File: config.mk
export PLATFORM = sky130hd
export DESIGN_NAME = bitmap_font_text_quad_generator
export DESIGN_NICKNAME = d
export VERILOG_FILES = /design/src/rtl/bfq_pkg.sv /design/src/rtl/bfq_div.sv /design/src/rtl/bfq_dp.sv /design/src/rtl/bfq_ctrl.sv /design/src/rtl/bitmap_font_text_quad_generator.sv
export SDC_FILE = /design/constraint.sdc
export NUM_CORES = 2
export LEC_CHECK = 0
export ABC_AREA = 1
export BUFFER_PORTS_ARGS = -buffer_cell sky130_fd_sc_hd__buf_2
export CAP_MARGIN = 25
export CORE_MARGIN = 2
export CORE_UTILIZATION = 35
export DETAILED_ROUTE_END_ITERATION = 10
export PLACE_DENSITY = 0.57
export SKIP_CTS_REPAIR_TIMING = 1
export SLEW_MARGIN = 20
export SYNTH_ARGS = -nofsm -noshare
export SYNTH_HDL_FRONTEND = slang
export SYNTH_SLANG_ARGS = --single-unit
File: constraint.sdc
create_clock -name clk -period 6.6 [get_ports clk]
set_input_delay 0.66 -clock clk [delete_from_list [all_inputs] [get_ports clk]]
set_output_delay 0.66 -clock clk [all_outputs]
set_load 0.05 [all_outputs]
File: src/rtl/bfq_pkg.sv
// package with shared types and constants of the text quad generator
`timescale 1ns / 1ps
`default_nettype none

package bfq_pkg;

    localparam int TAB_STOP_DEFAULT = 4;

    localparam int CHAR_W   = 8;
    localparam int CNT_W    = 16;
    localparam int POS_W    = 24;
    localparam int TEX_W    = 26;
    localparam int CORNER_W = 2;
    localparam int SIZE_W   = 8;
    localparam int GRID_W   = 9;
    localparam int SCALE_W  = 18;

    localparam int CFG_IW = 3;
    localparam int CFG_DW = 18;

    localparam int S_TDATA_W = 8;
    localparam int M_TDATA_W = 120;

    localparam int POS_X_LSB   = 0;
    localparam int POS_Y_LSB   = POS_X_LSB + POS_W;
    localparam int TEX_U_LSB   = POS_Y_LSB + POS_W;
    localparam int TEX_V_LSB   = TEX_U_LSB + TEX_W;
    localparam int CORNER_LSB  = TEX_V_LSB + TEX_W;
    localparam int QUAD_LSB    = CORNER_LSB + CORNER_W;
    localparam int PACKED_W    = QUAD_LSB + CNT_W;

    localparam logic [CFG_IW-1:0] CFG_GLYPH_WIDTH  = 3'd0;
    localparam logic [CFG_IW-1:0] CFG_GLYPH_HEIGHT = 3'd1;
    localparam logic [CFG_IW-1:0] CFG_CHAR_OFFSET  = 3'd2;
    localparam logic [CFG_IW-1:0] CFG_GRID_COLUMNS = 3'd3;
    localparam logic [CFG_IW-1:0] CFG_GRID_ROWS    = 3'd4;
    localparam logic [CFG_IW-1:0] CFG_UV_SCALE_U   = 3'd5;
    localparam logic [CFG_IW-1:0] CFG_UV_SCALE_V   = 3'd6;

    localparam logic [SIZE_W-1:0]  RST_GLYPH_WIDTH  = 8'd8;
    localparam logic [SIZE_W-1:0]  RST_GLYPH_HEIGHT = 8'd8;
    localparam logic [CHAR_W-1:0]  RST_CHAR_OFFSET  = 8'd32;
    localparam logic [GRID_W-1:0]  RST_GRID_COLUMNS = 9'd16;
    localparam logic [GRID_W-1:0]  RST_GRID_ROWS    = 9'd16;
    localparam logic [SCALE_W-1:0] RST_UV_SCALE_U   = 18'd8224;
    localparam logic [SCALE_W-1:0] RST_UV_SCALE_V   = 18'd8224;

    localparam logic [CHAR_W-1:0] CHAR_NUL = 8'h00;
    localparam logic [CHAR_W-1:0] CHAR_TAB = 8'h09;
    localparam logic [CHAR_W-1:0] CHAR_LF  = 8'h0A;
    localparam logic [CHAR_W-1:0] CHAR_CR  = 8'h0D;

    localparam logic [CORNER_W-1:0] CORNER_TL = 2'd0;
    localparam logic [CORNER_W-1:0] CORNER_TR = 2'd1;
    localparam logic [CORNER_W-1:0] CORNER_BR = 2'd2;
    localparam logic [CORNER_W-1:0] CORNER_BL = 2'd3;

    typedef struct packed {
        logic accept;
        logic div_step;
        logic mul;
        logic emit;
    } bfq_cmd_t;

    typedef struct packed {
        logic printable;
        logic div_done;
        logic out_free;
        logic last_corner;
    } bfq_stat_t;

endpackage

`default_nettype wire

File: src/rtl/bfq_div.sv
// radix-4 restoring divider splitting the atlas cell into row and column
`timescale 1ns / 1ps
`default_nettype none

module bfq_div
(
    input  wire logic                             clk,
    input  wire logic                             rst_n,
    input  wire logic                             start,
    input  wire logic                             step,
    input  wire logic [bfq_pkg::CHAR_W-1:0]       dividend,
    input  wire logic [bfq_pkg::GRID_W-1:0]       divisor,
    output logic      [bfq_pkg::CHAR_W-1:0]       quotient,
    output logic      [bfq_pkg::GRID_W-1:0]       remainder,
    output logic                                  done
);

    localparam int BITS_PER_STEP = 2;
    localparam int STEPS         = bfq_pkg::CHAR_W / BITS_PER_STEP;
    localparam int CW            = $clog2(STEPS);

    logic [CW-1:0]                  cnt_reg;
    logic [CW-1:0]                  cnt_next;
    logic [bfq_pkg::CHAR_W-1:0]     quo_reg;
    logic [bfq_pkg::CHAR_W-1:0]     quo_next;
    logic [bfq_pkg::GRID_W-1:0]     rem_reg;
    logic [bfq_pkg::GRID_W-1:0]     rem_next;

    always_comb
    begin
        logic [bfq_pkg::GRID_W:0]   trial;
        logic [bfq_pkg::CHAR_W-1:0] q;
        logic [bfq_pkg::GRID_W-1:0] r;
        q = quo_reg;
        r = rem_reg;
        for (int i = 0; i < BITS_PER_STEP; i++)
        begin
            trial = {r, q[bfq_pkg::CHAR_W-1]};
            if (trial >= {1'b0, divisor})
            begin
                trial = trial - {1'b0, divisor};
                q     = {q[bfq_pkg::CHAR_W-2:0], 1'b1};
            end
            else
            begin
                q = {q[bfq_pkg::CHAR_W-2:0], 1'b0};
            end
            r = trial[bfq_pkg::GRID_W-1:0];
        end
        quo_next = quo_reg;
        rem_next = rem_reg;
        cnt_next = cnt_reg;
        if (start)
        begin
            quo_next = dividend;
            rem_next = '0;
            cnt_next = '0;
        end
        else if (step)
        begin
            quo_next = q;
            rem_next = r;
            cnt_next = cnt_reg + CW'(1);
        end
    end

    always_ff @(posedge clk or negedge rst_n)
    begin
        if (!rst_n)
        begin
            cnt_reg <= '0;
        end
        else
        begin
            cnt_reg <= cnt_next;
        end
    end

    always_ff @(posedge clk)
    begin
        quo_reg <= quo_next;
        rem_reg <= rem_next;
    end

    assign quotient  = quo_reg;
    assign remainder = rem_reg;
    assign done      = (cnt_reg == CW'(STEPS - 1));

endmodule

`default_nettype wire

File: src/rtl/bfq_dp.sv
// datapath: registers, text counters, cell split, vertex build and output register
`timescale 1ns / 1ps
`default_nettype none

module bfq_dp
#(
    parameter int TAB_STOP = bfq_pkg::TAB_STOP_DEFAULT
)
(
    input  wire logic                                clk,
    input  wire logic                                rst_n,
    input  wire logic                                cfg_we,
    input  wire logic [bfq_pkg::CFG_IW-1:0]          cfg_index,
    input  wire logic [bfq_pkg::CFG_DW-1:0]          cfg_data,
    input  wire logic [bfq_pkg::S_TDATA_W-1:0]       s_tdata,
    input  wire logic                                s_tuser,
    output logic                                     m_tvalid,
    input  wire logic                                m_tready,
    output logic      [bfq_pkg::M_TDATA_W-1:0]       m_tdata,
    output logic                                     m_tuser,
    output logic                                     m_tlast,
    input  wire bfq_pkg::bfq_cmd_t                   cmd,
    output bfq_pkg::bfq_stat_t                       stat
);

    localparam int MW = (TAB_STOP > 1) ? $clog2(TAB_STOP) : 1;
    localparam int CW = bfq_pkg::CNT_W;
    localparam int MOD_AT_MAX_I = 65535 % TAB_STOP;
    localparam logic [MW-1:0] MOD_AT_MAX = MW'(MOD_AT_MAX_I);
    localparam logic [MW-1:0] MOD_LAST   = MW'(TAB_STOP - 1);
    localparam logic [CW-1:0] CNT_MAX    = '1;

    logic [bfq_pkg::SIZE_W-1:0]  gw_reg;
    logic [bfq_pkg::SIZE_W-1:0]  gh_reg;
    logic [bfq_pkg::CHAR_W-1:0]  off_reg;
    logic [bfq_pkg::GRID_W-1:0]  gc_reg;
    logic [bfq_pkg::GRID_W-1:0]  gr_reg;
    logic [bfq_pkg::SCALE_W-1:0] su_reg;
    logic [bfq_pkg::SCALE_W-1:0] sv_reg;

    logic [CW-1:0] line_reg;
    logic [CW-1:0] line_next;
    logic [CW-1:0] col_reg;
    logic [CW-1:0] col_next;
    logic [MW-1:0] mod_reg;
    logic [MW-1:0] mod_next;
    logic [CW-1:0] quad_reg;
    logic [CW-1:0] quad_next;

    logic [CW-1:0] line_c;
    logic [CW-1:0] col_c;
    logic [MW-1:0] mod_c;
    logic [CW-1:0] quad_c;
    logic [CW:0]   tab_sum;

    logic [bfq_pkg::CHAR_W-1:0]  div_quo;
    logic [bfq_pkg::GRID_W-1:0]  div_rem;
    logic [bfq_pkg::GRID_W-1:0]  divisor;
    logic                        div_done;
    logic                        printable;

    logic [bfq_pkg::CHAR_W-1:0]  acol;
    logic                        outside;
    logic [bfq_pkg::GRID_W-1:0]  arow_full;
    logic [bfq_pkg::GRID_W-1:0]  arow;

    logic [bfq_pkg::POS_W-1:0]   bx_reg;
    logic [bfq_pkg::POS_W-1:0]   by_reg;
    logic [bfq_pkg::TEX_W-1:0]   tu0_reg;
    logic [bfq_pkg::TEX_W-1:0]   tv0_reg;
    logic [CW-1:0]               qn_reg;
    logic                        outside_reg;
    logic [bfq_pkg::CORNER_W-1:0] corner_reg;

    logic                        right;
    logic                        bottom;

    logic                        out_valid_reg;
    logic [bfq_pkg::POS_W-1:0]   px_reg;
    logic [bfq_pkg::POS_W-1:0]   py_reg;
    logic [bfq_pkg::TEX_W-1:0]   tu_reg;
    logic [bfq_pkg::TEX_W-1:0]   tv_reg;
    logic [bfq_pkg::CORNER_W-1:0] oc_reg;
    logic [CW-1:0]               oq_reg;
    logic                        oo_reg;
    logic                        ol_reg;

    // configuration registers
    always_ff @(posedge clk or negedge rst_n)
    begin
        if (!rst_n)
        begin
            gw_reg  <= bfq_pkg::RST_GLYPH_WIDTH;
            gh_reg  <= bfq_pkg::RST_GLYPH_HEIGHT;
            off_reg <= bfq_pkg::RST_CHAR_OFFSET;
            gc_reg  <= bfq_pkg::RST_GRID_COLUMNS;
            gr_reg  <= bfq_pkg::RST_GRID_ROWS;
            su_reg  <= bfq_pkg::RST_UV_SCALE_U;
            sv_reg  <= bfq_pkg::RST_UV_SCALE_V;
        end
        else if (cfg_we)
        begin
            case (cfg_index)
                bfq_pkg::CFG_GLYPH_WIDTH:  gw_reg  <= cfg_data[bfq_pkg::SIZE_W-1:0];
                bfq_pkg::CFG_GLYPH_HEIGHT: gh_reg  <= cfg_data[bfq_pkg::SIZE_W-1:0];
                bfq_pkg::CFG_CHAR_OFFSET:  off_reg <= cfg_data[bfq_pkg::CHAR_W-1:0];
                bfq_pkg::CFG_GRID_COLUMNS: gc_reg  <= cfg_data[bfq_pkg::GRID_W-1:0];
                bfq_pkg::CFG_GRID_ROWS:    gr_reg  <= cfg_data[bfq_pkg::GRID_W-1:0];
                bfq_pkg::CFG_UV_SCALE_U:   su_reg  <= cfg_data[bfq_pkg::SCALE_W-1:0];
                bfq_pkg::CFG_UV_SCALE_V:   sv_reg  <= cfg_data[bfq_pkg::SCALE_W-1:0];
                default: ;
            endcase
        end
    end

    // text counters, column kept together with its position between tab stops
    assign line_c  = s_tuser ? '0 : line_reg;
    assign col_c   = s_tuser ? '0 : col_reg;
    assign mod_c   = s_tuser ? '0 : mod_reg;
    assign quad_c  = s_tuser ? '0 : quad_reg;
    assign tab_sum = {1'b0, col_c} + (17'(TAB_STOP) - 17'(mod_c));

    always_comb
    begin
        line_next = line_reg;
        col_next  = col_reg;
        mod_next  = mod_reg;
        quad_next = quad_reg;
        if (cmd.accept)
        begin
            line_next = line_c;
            col_next  = col_c;
            mod_next  = mod_c;
            quad_next = quad_c;
            case (s_tdata)
                bfq_pkg::CHAR_TAB:
                begin
                    if (tab_sum[CW])
                    begin
                        col_next = CNT_MAX;
                        mod_next = MOD_AT_MAX;
                    end
                    else
                    begin
                        col_next = tab_sum[CW-1:0];
                        mod_next = '0;
                    end
                end
                bfq_pkg::CHAR_LF:
                begin
                    line_next = (line_c == CNT_MAX) ? CNT_MAX : line_c + CW'(1);
                    col_next  = '0;
                    mod_next  = '0;
                end
                default: ;
            endcase
        end
        else if (cmd.mul)
        begin
            if (col_reg != CNT_MAX)
            begin
                col_next = col_reg + CW'(1);
                mod_next = (mod_reg == MOD_LAST) ? '0 : mod_reg + MW'(1);
            end
            quad_next = (quad_reg == CNT_MAX) ? CNT_MAX : quad_reg + CW'(1);
        end
    end

    always_ff @(posedge clk or negedge rst_n)
    begin
        if (!rst_n)
        begin
            line_reg <= '0;
            col_reg  <= '0;
            mod_reg  <= '0;
            quad_reg <= '0;
        end
        else
        begin
            line_reg <= line_next;
            col_reg  <= col_next;
            mod_reg  <= mod_next;
            quad_reg <= quad_next;
        end
    end

    // atlas cell split into row index and column
    assign printable = (s_tdata != bfq_pkg::CHAR_NUL) && (s_tdata != bfq_pkg::CHAR_TAB)
                    && (s_tdata != bfq_pkg::CHAR_LF) && (s_tdata != bfq_pkg::CHAR_CR);
    assign divisor   = (gc_reg == '0) ? bfq_pkg::GRID_W'(1) : gc_reg;

    bfq_div u_div
    (
        .clk       (clk),
        .rst_n     (rst_n),
        .start     (cmd.accept && printable),
        .step      (cmd.div_step),
        .dividend  (s_tdata - off_reg),
        .divisor   (divisor),
        .quotient  (div_quo),
        .remainder (div_rem),
        .done      (div_done)
    );

    assign acol      = div_rem[bfq_pkg::CHAR_W-1:0];
    assign outside   = ({1'b0, div_quo} >= gr_reg);
    assign arow_full = gr_reg - {1'b0, div_quo} - bfq_pkg::GRID_W'(1);
    assign arow      = outside ? '0 : arow_full;

    // per-glyph base values
    always_ff @(posedge clk)
    begin
        if (cmd.mul)
        begin
            bx_reg      <= bfq_pkg::POS_W'(col_reg) * bfq_pkg::POS_W'(gw_reg);
            by_reg      <= bfq_pkg::POS_W'(line_reg) * bfq_pkg::POS_W'(gh_reg);
            tu0_reg     <= bfq_pkg::TEX_W'(acol) * bfq_pkg::TEX_W'(su_reg);
            tv0_reg     <= bfq_pkg::TEX_W'(arow) * bfq_pkg::TEX_W'(sv_reg);
            qn_reg      <= quad_reg;
            outside_reg <= outside;
        end
    end

    always_ff @(posedge clk or negedge rst_n)
    begin
        if (!rst_n)
        begin
            corner_reg <= bfq_pkg::CORNER_TL;
        end
        else if (cmd.mul)
        begin
            corner_reg <= bfq_pkg::CORNER_TL;
        end
        else if (cmd.emit)
        begin
            corner_reg <= corner_reg + bfq_pkg::CORNER_W'(1);
        end
    end

    // output register
    assign right  = (corner_reg == bfq_pkg::CORNER_TR) || (corner_reg == bfq_pkg::CORNER_BR);
    assign bottom = (corner_reg == bfq_pkg::CORNER_BR) || (corner_reg == bfq_pkg::CORNER_BL);

    always_ff @(posedge clk or negedge rst_n)
    begin
        if (!rst_n)
        begin
            out_valid_reg <= 1'b0;
        end
        else if (cmd.emit)
        begin
            out_valid_reg <= 1'b1;
        end
        else if (m_tready)
        begin
            out_valid_reg <= 1'b0;
        end
    end

    always_ff @(posedge clk)
    begin
        if (cmd.emit)
        begin
            px_reg <= right  ? bx_reg + bfq_pkg::POS_W'(gw_reg) : bx_reg;
            py_reg <= bottom ? by_reg + bfq_pkg::POS_W'(gh_reg) : by_reg;
            tu_reg <= right  ? tu0_reg + bfq_pkg::TEX_W'(su_reg) : tu0_reg;
            tv_reg <= bottom ? tv0_reg + bfq_pkg::TEX_W'(sv_reg) : tv0_reg;
            oc_reg <= corner_reg;
            oq_reg <= qn_reg;
            oo_reg <= outside_reg;
            ol_reg <= (corner_reg == bfq_pkg::CORNER_BL);
        end
    end

    assign m_tvalid = out_valid_reg;
    assign m_tdata  = {(bfq_pkg::M_TDATA_W - bfq_pkg::PACKED_W)'(0),
                       oq_reg, oc_reg, tv_reg, tu_reg, py_reg, px_reg};
    assign m_tuser  = oo_reg;
    assign m_tlast  = ol_reg;

    assign stat.printable   = printable;
    assign stat.div_done    = div_done;
    assign stat.out_free    = !out_valid_reg || m_tready;
    assign stat.last_corner = (corner_reg == bfq_pkg::CORNER_BL);

endmodule

`default_nettype wire

File: src/rtl/bfq_ctrl.sv
// controller state machine sequencing accept, divide, multiply and vertex output
`timescale 1ns / 1ps
`default_nettype none

module bfq_ctrl
(
    input  wire logic                clk,
    input  wire logic                rst_n,
    input  wire logic                s_tvalid,
    output logic                     s_tready,
    input  wire bfq_pkg::bfq_stat_t  stat,
    output bfq_pkg::bfq_cmd_t        cmd
);

    typedef enum logic [3:0] {
        ST_IDLE = 4'b0001,
        ST_DIV  = 4'b0010,
        ST_MUL  = 4'b0100,
        ST_EMIT = 4'b1000
    } state_t;

    state_t state_reg;
    state_t state_next;

    always_comb
    begin
        state_next   = state_reg;
        s_tready     = 1'b0;
        cmd.accept   = 1'b0;
        cmd.div_step = 1'b0;
        cmd.mul      = 1'b0;
        cmd.emit     = 1'b0;
        case (state_reg)
            ST_IDLE:
            begin
                s_tready   = 1'b1;
                cmd.accept = s_tvalid;
                if (s_tvalid && stat.printable)
                begin
                    state_next = ST_DIV;
                end
            end
            ST_DIV:
            begin
                cmd.div_step = 1'b1;
                if (stat.div_done)
                begin
                    state_next = ST_MUL;
                end
            end
            ST_MUL:
            begin
                cmd.mul    = 1'b1;
                state_next = ST_EMIT;
            end
            ST_EMIT:
            begin
                cmd.emit = stat.out_free;
                if (stat.out_free && stat.last_corner)
                begin
                    state_next = ST_IDLE;
                end
            end
            default:
            begin
                state_next = ST_IDLE;
            end
        endcase
    end

    always_ff @(posedge clk or negedge rst_n)
    begin
        if (!rst_n)
        begin
            state_reg <= ST_IDLE;
        end
        else
        begin
            state_reg <= state_next;
        end
    end

endmodule

`default_nettype wire

File: src/rtl/bitmap_font_text_quad_generator.sv
// top level of the bitmap font text quad generator
// control bytes (nul, tab, line feed, carriage return) are taken without leaving idle
// a printable byte runs accept, 4 radix-4 divider steps, multiply, then 4 vertices
// and blocks new bytes; each vertex waits while the single output register is stalled
// first vertex is valid after byte transfer, the divider steps, multiply and emit states
// rst_n clears counters and handshakes at once and loads register defaults
`timescale 1ns / 1ps
`default_nettype none

module bitmap_font_text_quad_generator
#(
    parameter int TAB_STOP = bfq_pkg::TAB_STOP_DEFAULT
)
(
    input  wire logic                            clk,
    input  wire logic                            rst_n,
    input  wire logic                            cfg_we,
    input  wire logic [bfq_pkg::CFG_IW-1:0]      cfg_index,
    input  wire logic [bfq_pkg::CFG_DW-1:0]      cfg_data,
    input  wire logic                            s_tvalid,
    output logic                                 s_tready,
    input  wire logic [bfq_pkg::S_TDATA_W-1:0]   s_tdata,  // char_code
    input  wire logic                            s_tuser,  // start_text
    output logic                                 m_tvalid,
    input  wire logic                            m_tready,
    // pos_x, pos_y, tex_u, tex_v, corner, quad_number, zero fill
    output logic      [bfq_pkg::M_TDATA_W-1:0]   m_tdata,
    output logic                                 m_tuser,  // outside_atlas
    output logic                                 m_tlast
);

    bfq_pkg::bfq_cmd_t  cmd;
    bfq_pkg::bfq_stat_t stat;

    bfq_ctrl u_ctrl
    (
        .clk      (clk),
        .rst_n    (rst_n),
        .s_tvalid (s_tvalid),
        .s_tready (s_tready),
        .stat     (stat),
        .cmd      (cmd)
    );

    bfq_dp
    #(
        .TAB_STOP (TAB_STOP)
    )
    u_dp
    (
        .clk       (clk),
        .rst_n     (rst_n),
        .cfg_we    (cfg_we),
        .cfg_index (cfg_index),
        .cfg_data  (cfg_data),
        .s_tdata   (s_tdata),
        .s_tuser   (s_tuser),
        .m_tvalid  (m_tvalid),
        .m_tready  (m_tready),
        .m_tdata   (m_tdata),
        .m_tuser   (m_tuser),
        .m_tlast   (m_tlast),
        .cmd       (cmd),
        .stat      (stat)
    );

endmodule

`default_nettype wire

==> reports/results.txt <==
Crit path launch - u_dp.gr_reg[4]
Nets - 5755
Slew Limit Headroom - 0.362
CTS max path bufs - 3
Synth-to-Final Area Change - 9.60%
Layout cell share with drive strength beyond 1 - 0.0697
Routed WL - 109 mm
Worst-path fanout max - 17
Die ar. - 116000 sq um
Critical Path RT - 6.98 ns
ANT nets after route - 0
Clk_skew - 0.0318 ns
Worst-Skew Late Latency - 0.65 ns
Combinational group share of total power - 0.672
Largest net degree at the start of global routing - 89
Worst VDD drop - 439 uV
Reg2reg start - u_dp.gr_reg[4]
Seq pwr share - 0.199
Post-place setup slack - 0.626 ns
Yosys warns - 0
H-tree depth - 2
Syn Std Cell Area - 39600 sq um
Slew Limit Fails - 0
Most used DFF post-synth - edfxtp_1
Vias - 31800
R2r endpoint - u_dp.tv0_reg[19]
Setup WS post-layout - 0.622 ns
F_max - 167 MHz
Register Area - 11000 sq um
Worst Tran Pin Value - 0.956 ns
Clock transition at the registers of the reported paths - 0.06 ns
Area post-placement - 41700 sq um
Synth unique cells - 59
Pint - 10.5 mW
RSZ-0062 raised after global routing - no
Max Cap Viol - 0
Total power - 22.1 mW
WHS - 0.0161 ns
Port bufs - 156
Cell Count, Final, Fillers Out - 6597
Worst EP arrival - 6.36 ns
Die width - 341 um
Worst reg-to-reg setup slack - 0.62 ns
Placed cells - 6497
Detail Placement HPWL - 85.0 mm
Reg2reg path depth - 24
PD cells - 508 nW/um^2
Number of global-route vias before repair - 32600
Die height - 341 um
GPL Wtd Cong - 0.890
# DRC - 0
Critical path cell sequence - ha_1, a21oi_1, o21ai_0, nand2_1, nand4_4, inv_2, nand3_2, inv_1, nand2_1, fa_1, fa_1, inv_1, fa_1, inv_1, fa_1, inv_1, ha_1, nand2_1, inv_1, a21oi_1, o21ai_0, nand2_1, nand2_1, xor2_1
Critical Path End Type - flop
Crit path kind - flop to flop
Seq/Total Area, Yosys - 0.277
Initial antenna violation count - 12
DR vias/cell - 4.82
Yosys reg bits - 391
Sink Count - 391
CTS tree - done
Worst hold path class - input port to asynchronous set/reset pin
Multi-input logic area - 24400 sq um
Critical path's slowest cell - dfstp_2
Area contributors post-synth - fa_1 19%, edfxtp_1 19%, nand2_1 13%
Initial core utilization - 0.352
Setup TNS - 0 ns
Syn_area_per_cell - 7.94 sq um
CORE AREA - 112000 sq um
Commonest non-fill, non-tap cell in the layout - nand2_1
Crit path largest cell delay - 0.55 ns
Commonest cells after routing, fill and taps aside - 1367 x nand2_1, 922 x inv_1, 385 x fa_1
Number of flops mapped to enable cells by yosys - 245
P_sw - 11.5 mW
Row count - 123
Switching share of power - 0.522
Final Hold Fails - 0
Leak pwr - 21.9 nW
Fin crit share - 0.906
Overall Global Routing Usage - 0.191
Setup violators final - 0
Status - complete, no violations
Initial DRC Count - 2104
Design area - 43500 sq um
Startpoint types - flop
Top cell type's share of synthesized area - 0.194
Mapped Cells - 4995
Fin crit period - 5.98 ns
First-pass GRT wire length - 177 mm
Clock share of power - 0.129
Worst Setup EP - u_dp.tv0_reg[19]
Gr ovfl total - 0
Largest area contributor in the netlist - fa_1
Final core utilization - 0.386
Cts bufs inserted - 51
# IOs - 159
Routed wire per std cell - 16.5 um
# fillers - 11600
Root buffer cell - clkbuf_16
Async SR Flop Fraction - 0.350
Router iterations before antenna repair - 5
==> power by group through the flow <==
stage / Sequential, mW / Clock (mW) / Combinational [mW]
after floorplan: 3.93 / 0 / 11.5
final: 4.40 / 2.84 / 14.8
after detailed placement: 4.44 / 0 / 15.0
after CTS: 4.40 / 2.94 / 15.0
after global routing: 4.47 / 3.02 / 17.2
after global placement: 4.44 / 0 / 14.8
==> worst min-delay path by stage <==
stage	to	slack, ns	depth (start not counted)
floorplan	u_ctrl.state_reg[1]	0.36	0
global placement	u_dp.oq_reg[7]	0.40	0
detailed placement	u_dp.oq_reg[6]	0.41	0
CTS	u_dp.col_reg[13]	0.005	1
global route	u_dp.col_reg[13]	0.04	1
finish	u_dp.col_reg[13]	0.02	1
==> cells by family after synthesis <==
| kind of cell | share of synthesized area |
|---|---|
| buffers and inverters | 0.108 |
| XOR/XNOR | 0.0378 |
| flip-flops | 0.277 |
| AND/OR/NAND/NOR | 0.219 |
| adder cells (fa/ha/maj) | 0.283 |
| AO/OA/AOI/OAI | 0.0754 |
| other | 0.0000946 |
==> synthesized netlist by cell type, drive strengths merged, types with 2 or more instances <==
cell type,count
nand2,1373
inv,940
fa,385
nor2,342
o21ai,288
ha,282
edfxtp,245
nand3,222
a21oi,209
dfrtp,127
xor2,112
clkbuf,106
buf,63
xnor2,59
nand4,50
nor3,43
or2,23
nand3b,17
nor4,16
a21o,14
a31oi,13
dfstp,10
dfxtp,9
o21a,8
o211ai,7
o21bai,7
a21boi,5
o22ai,4
and3,3
o31ai,3
a211oi,2
and2,2
==> worst max-delay path, delay by kind of cell, from the launching register on <==
family | cells | cell delay (ns)
simple gates | 7 | 0.97
compound gates | 4 | 0.88
fa+ha+maj | 6 | 2.64
flops | 1 | 0.55
xor+xnor | 1 | 0.14
buf+inv | 6 | 0.54
==> layer usage <==
| layer | track usage | up-vias | part of all wire |
|---|---|---|---|
| li1 | - | 15700 | - |
| met2 | 0.325 | 705 | 0.47 |
| met5 | 0 | - | 0.00015 |
| met3 | 0.0331 | 172 | 0.055 |
| met4 | 0.0571 | 4 | 0.029 |
| met1 | 0.247 | 15300 | 0.44 |
==> final cells by class <==
type,instances,area share
diodes,2,0.000115
clock buffers,71,0.0349
well taps,1500,0.0432
repair buffers,173,0.0215
inverters,941,0.0815
flip-flops and latches,391,0.253
clock inverters,24,0.00435
multi-input cells,3495,0.562
No activity file was read; power rests on OpenSTA's default activity.
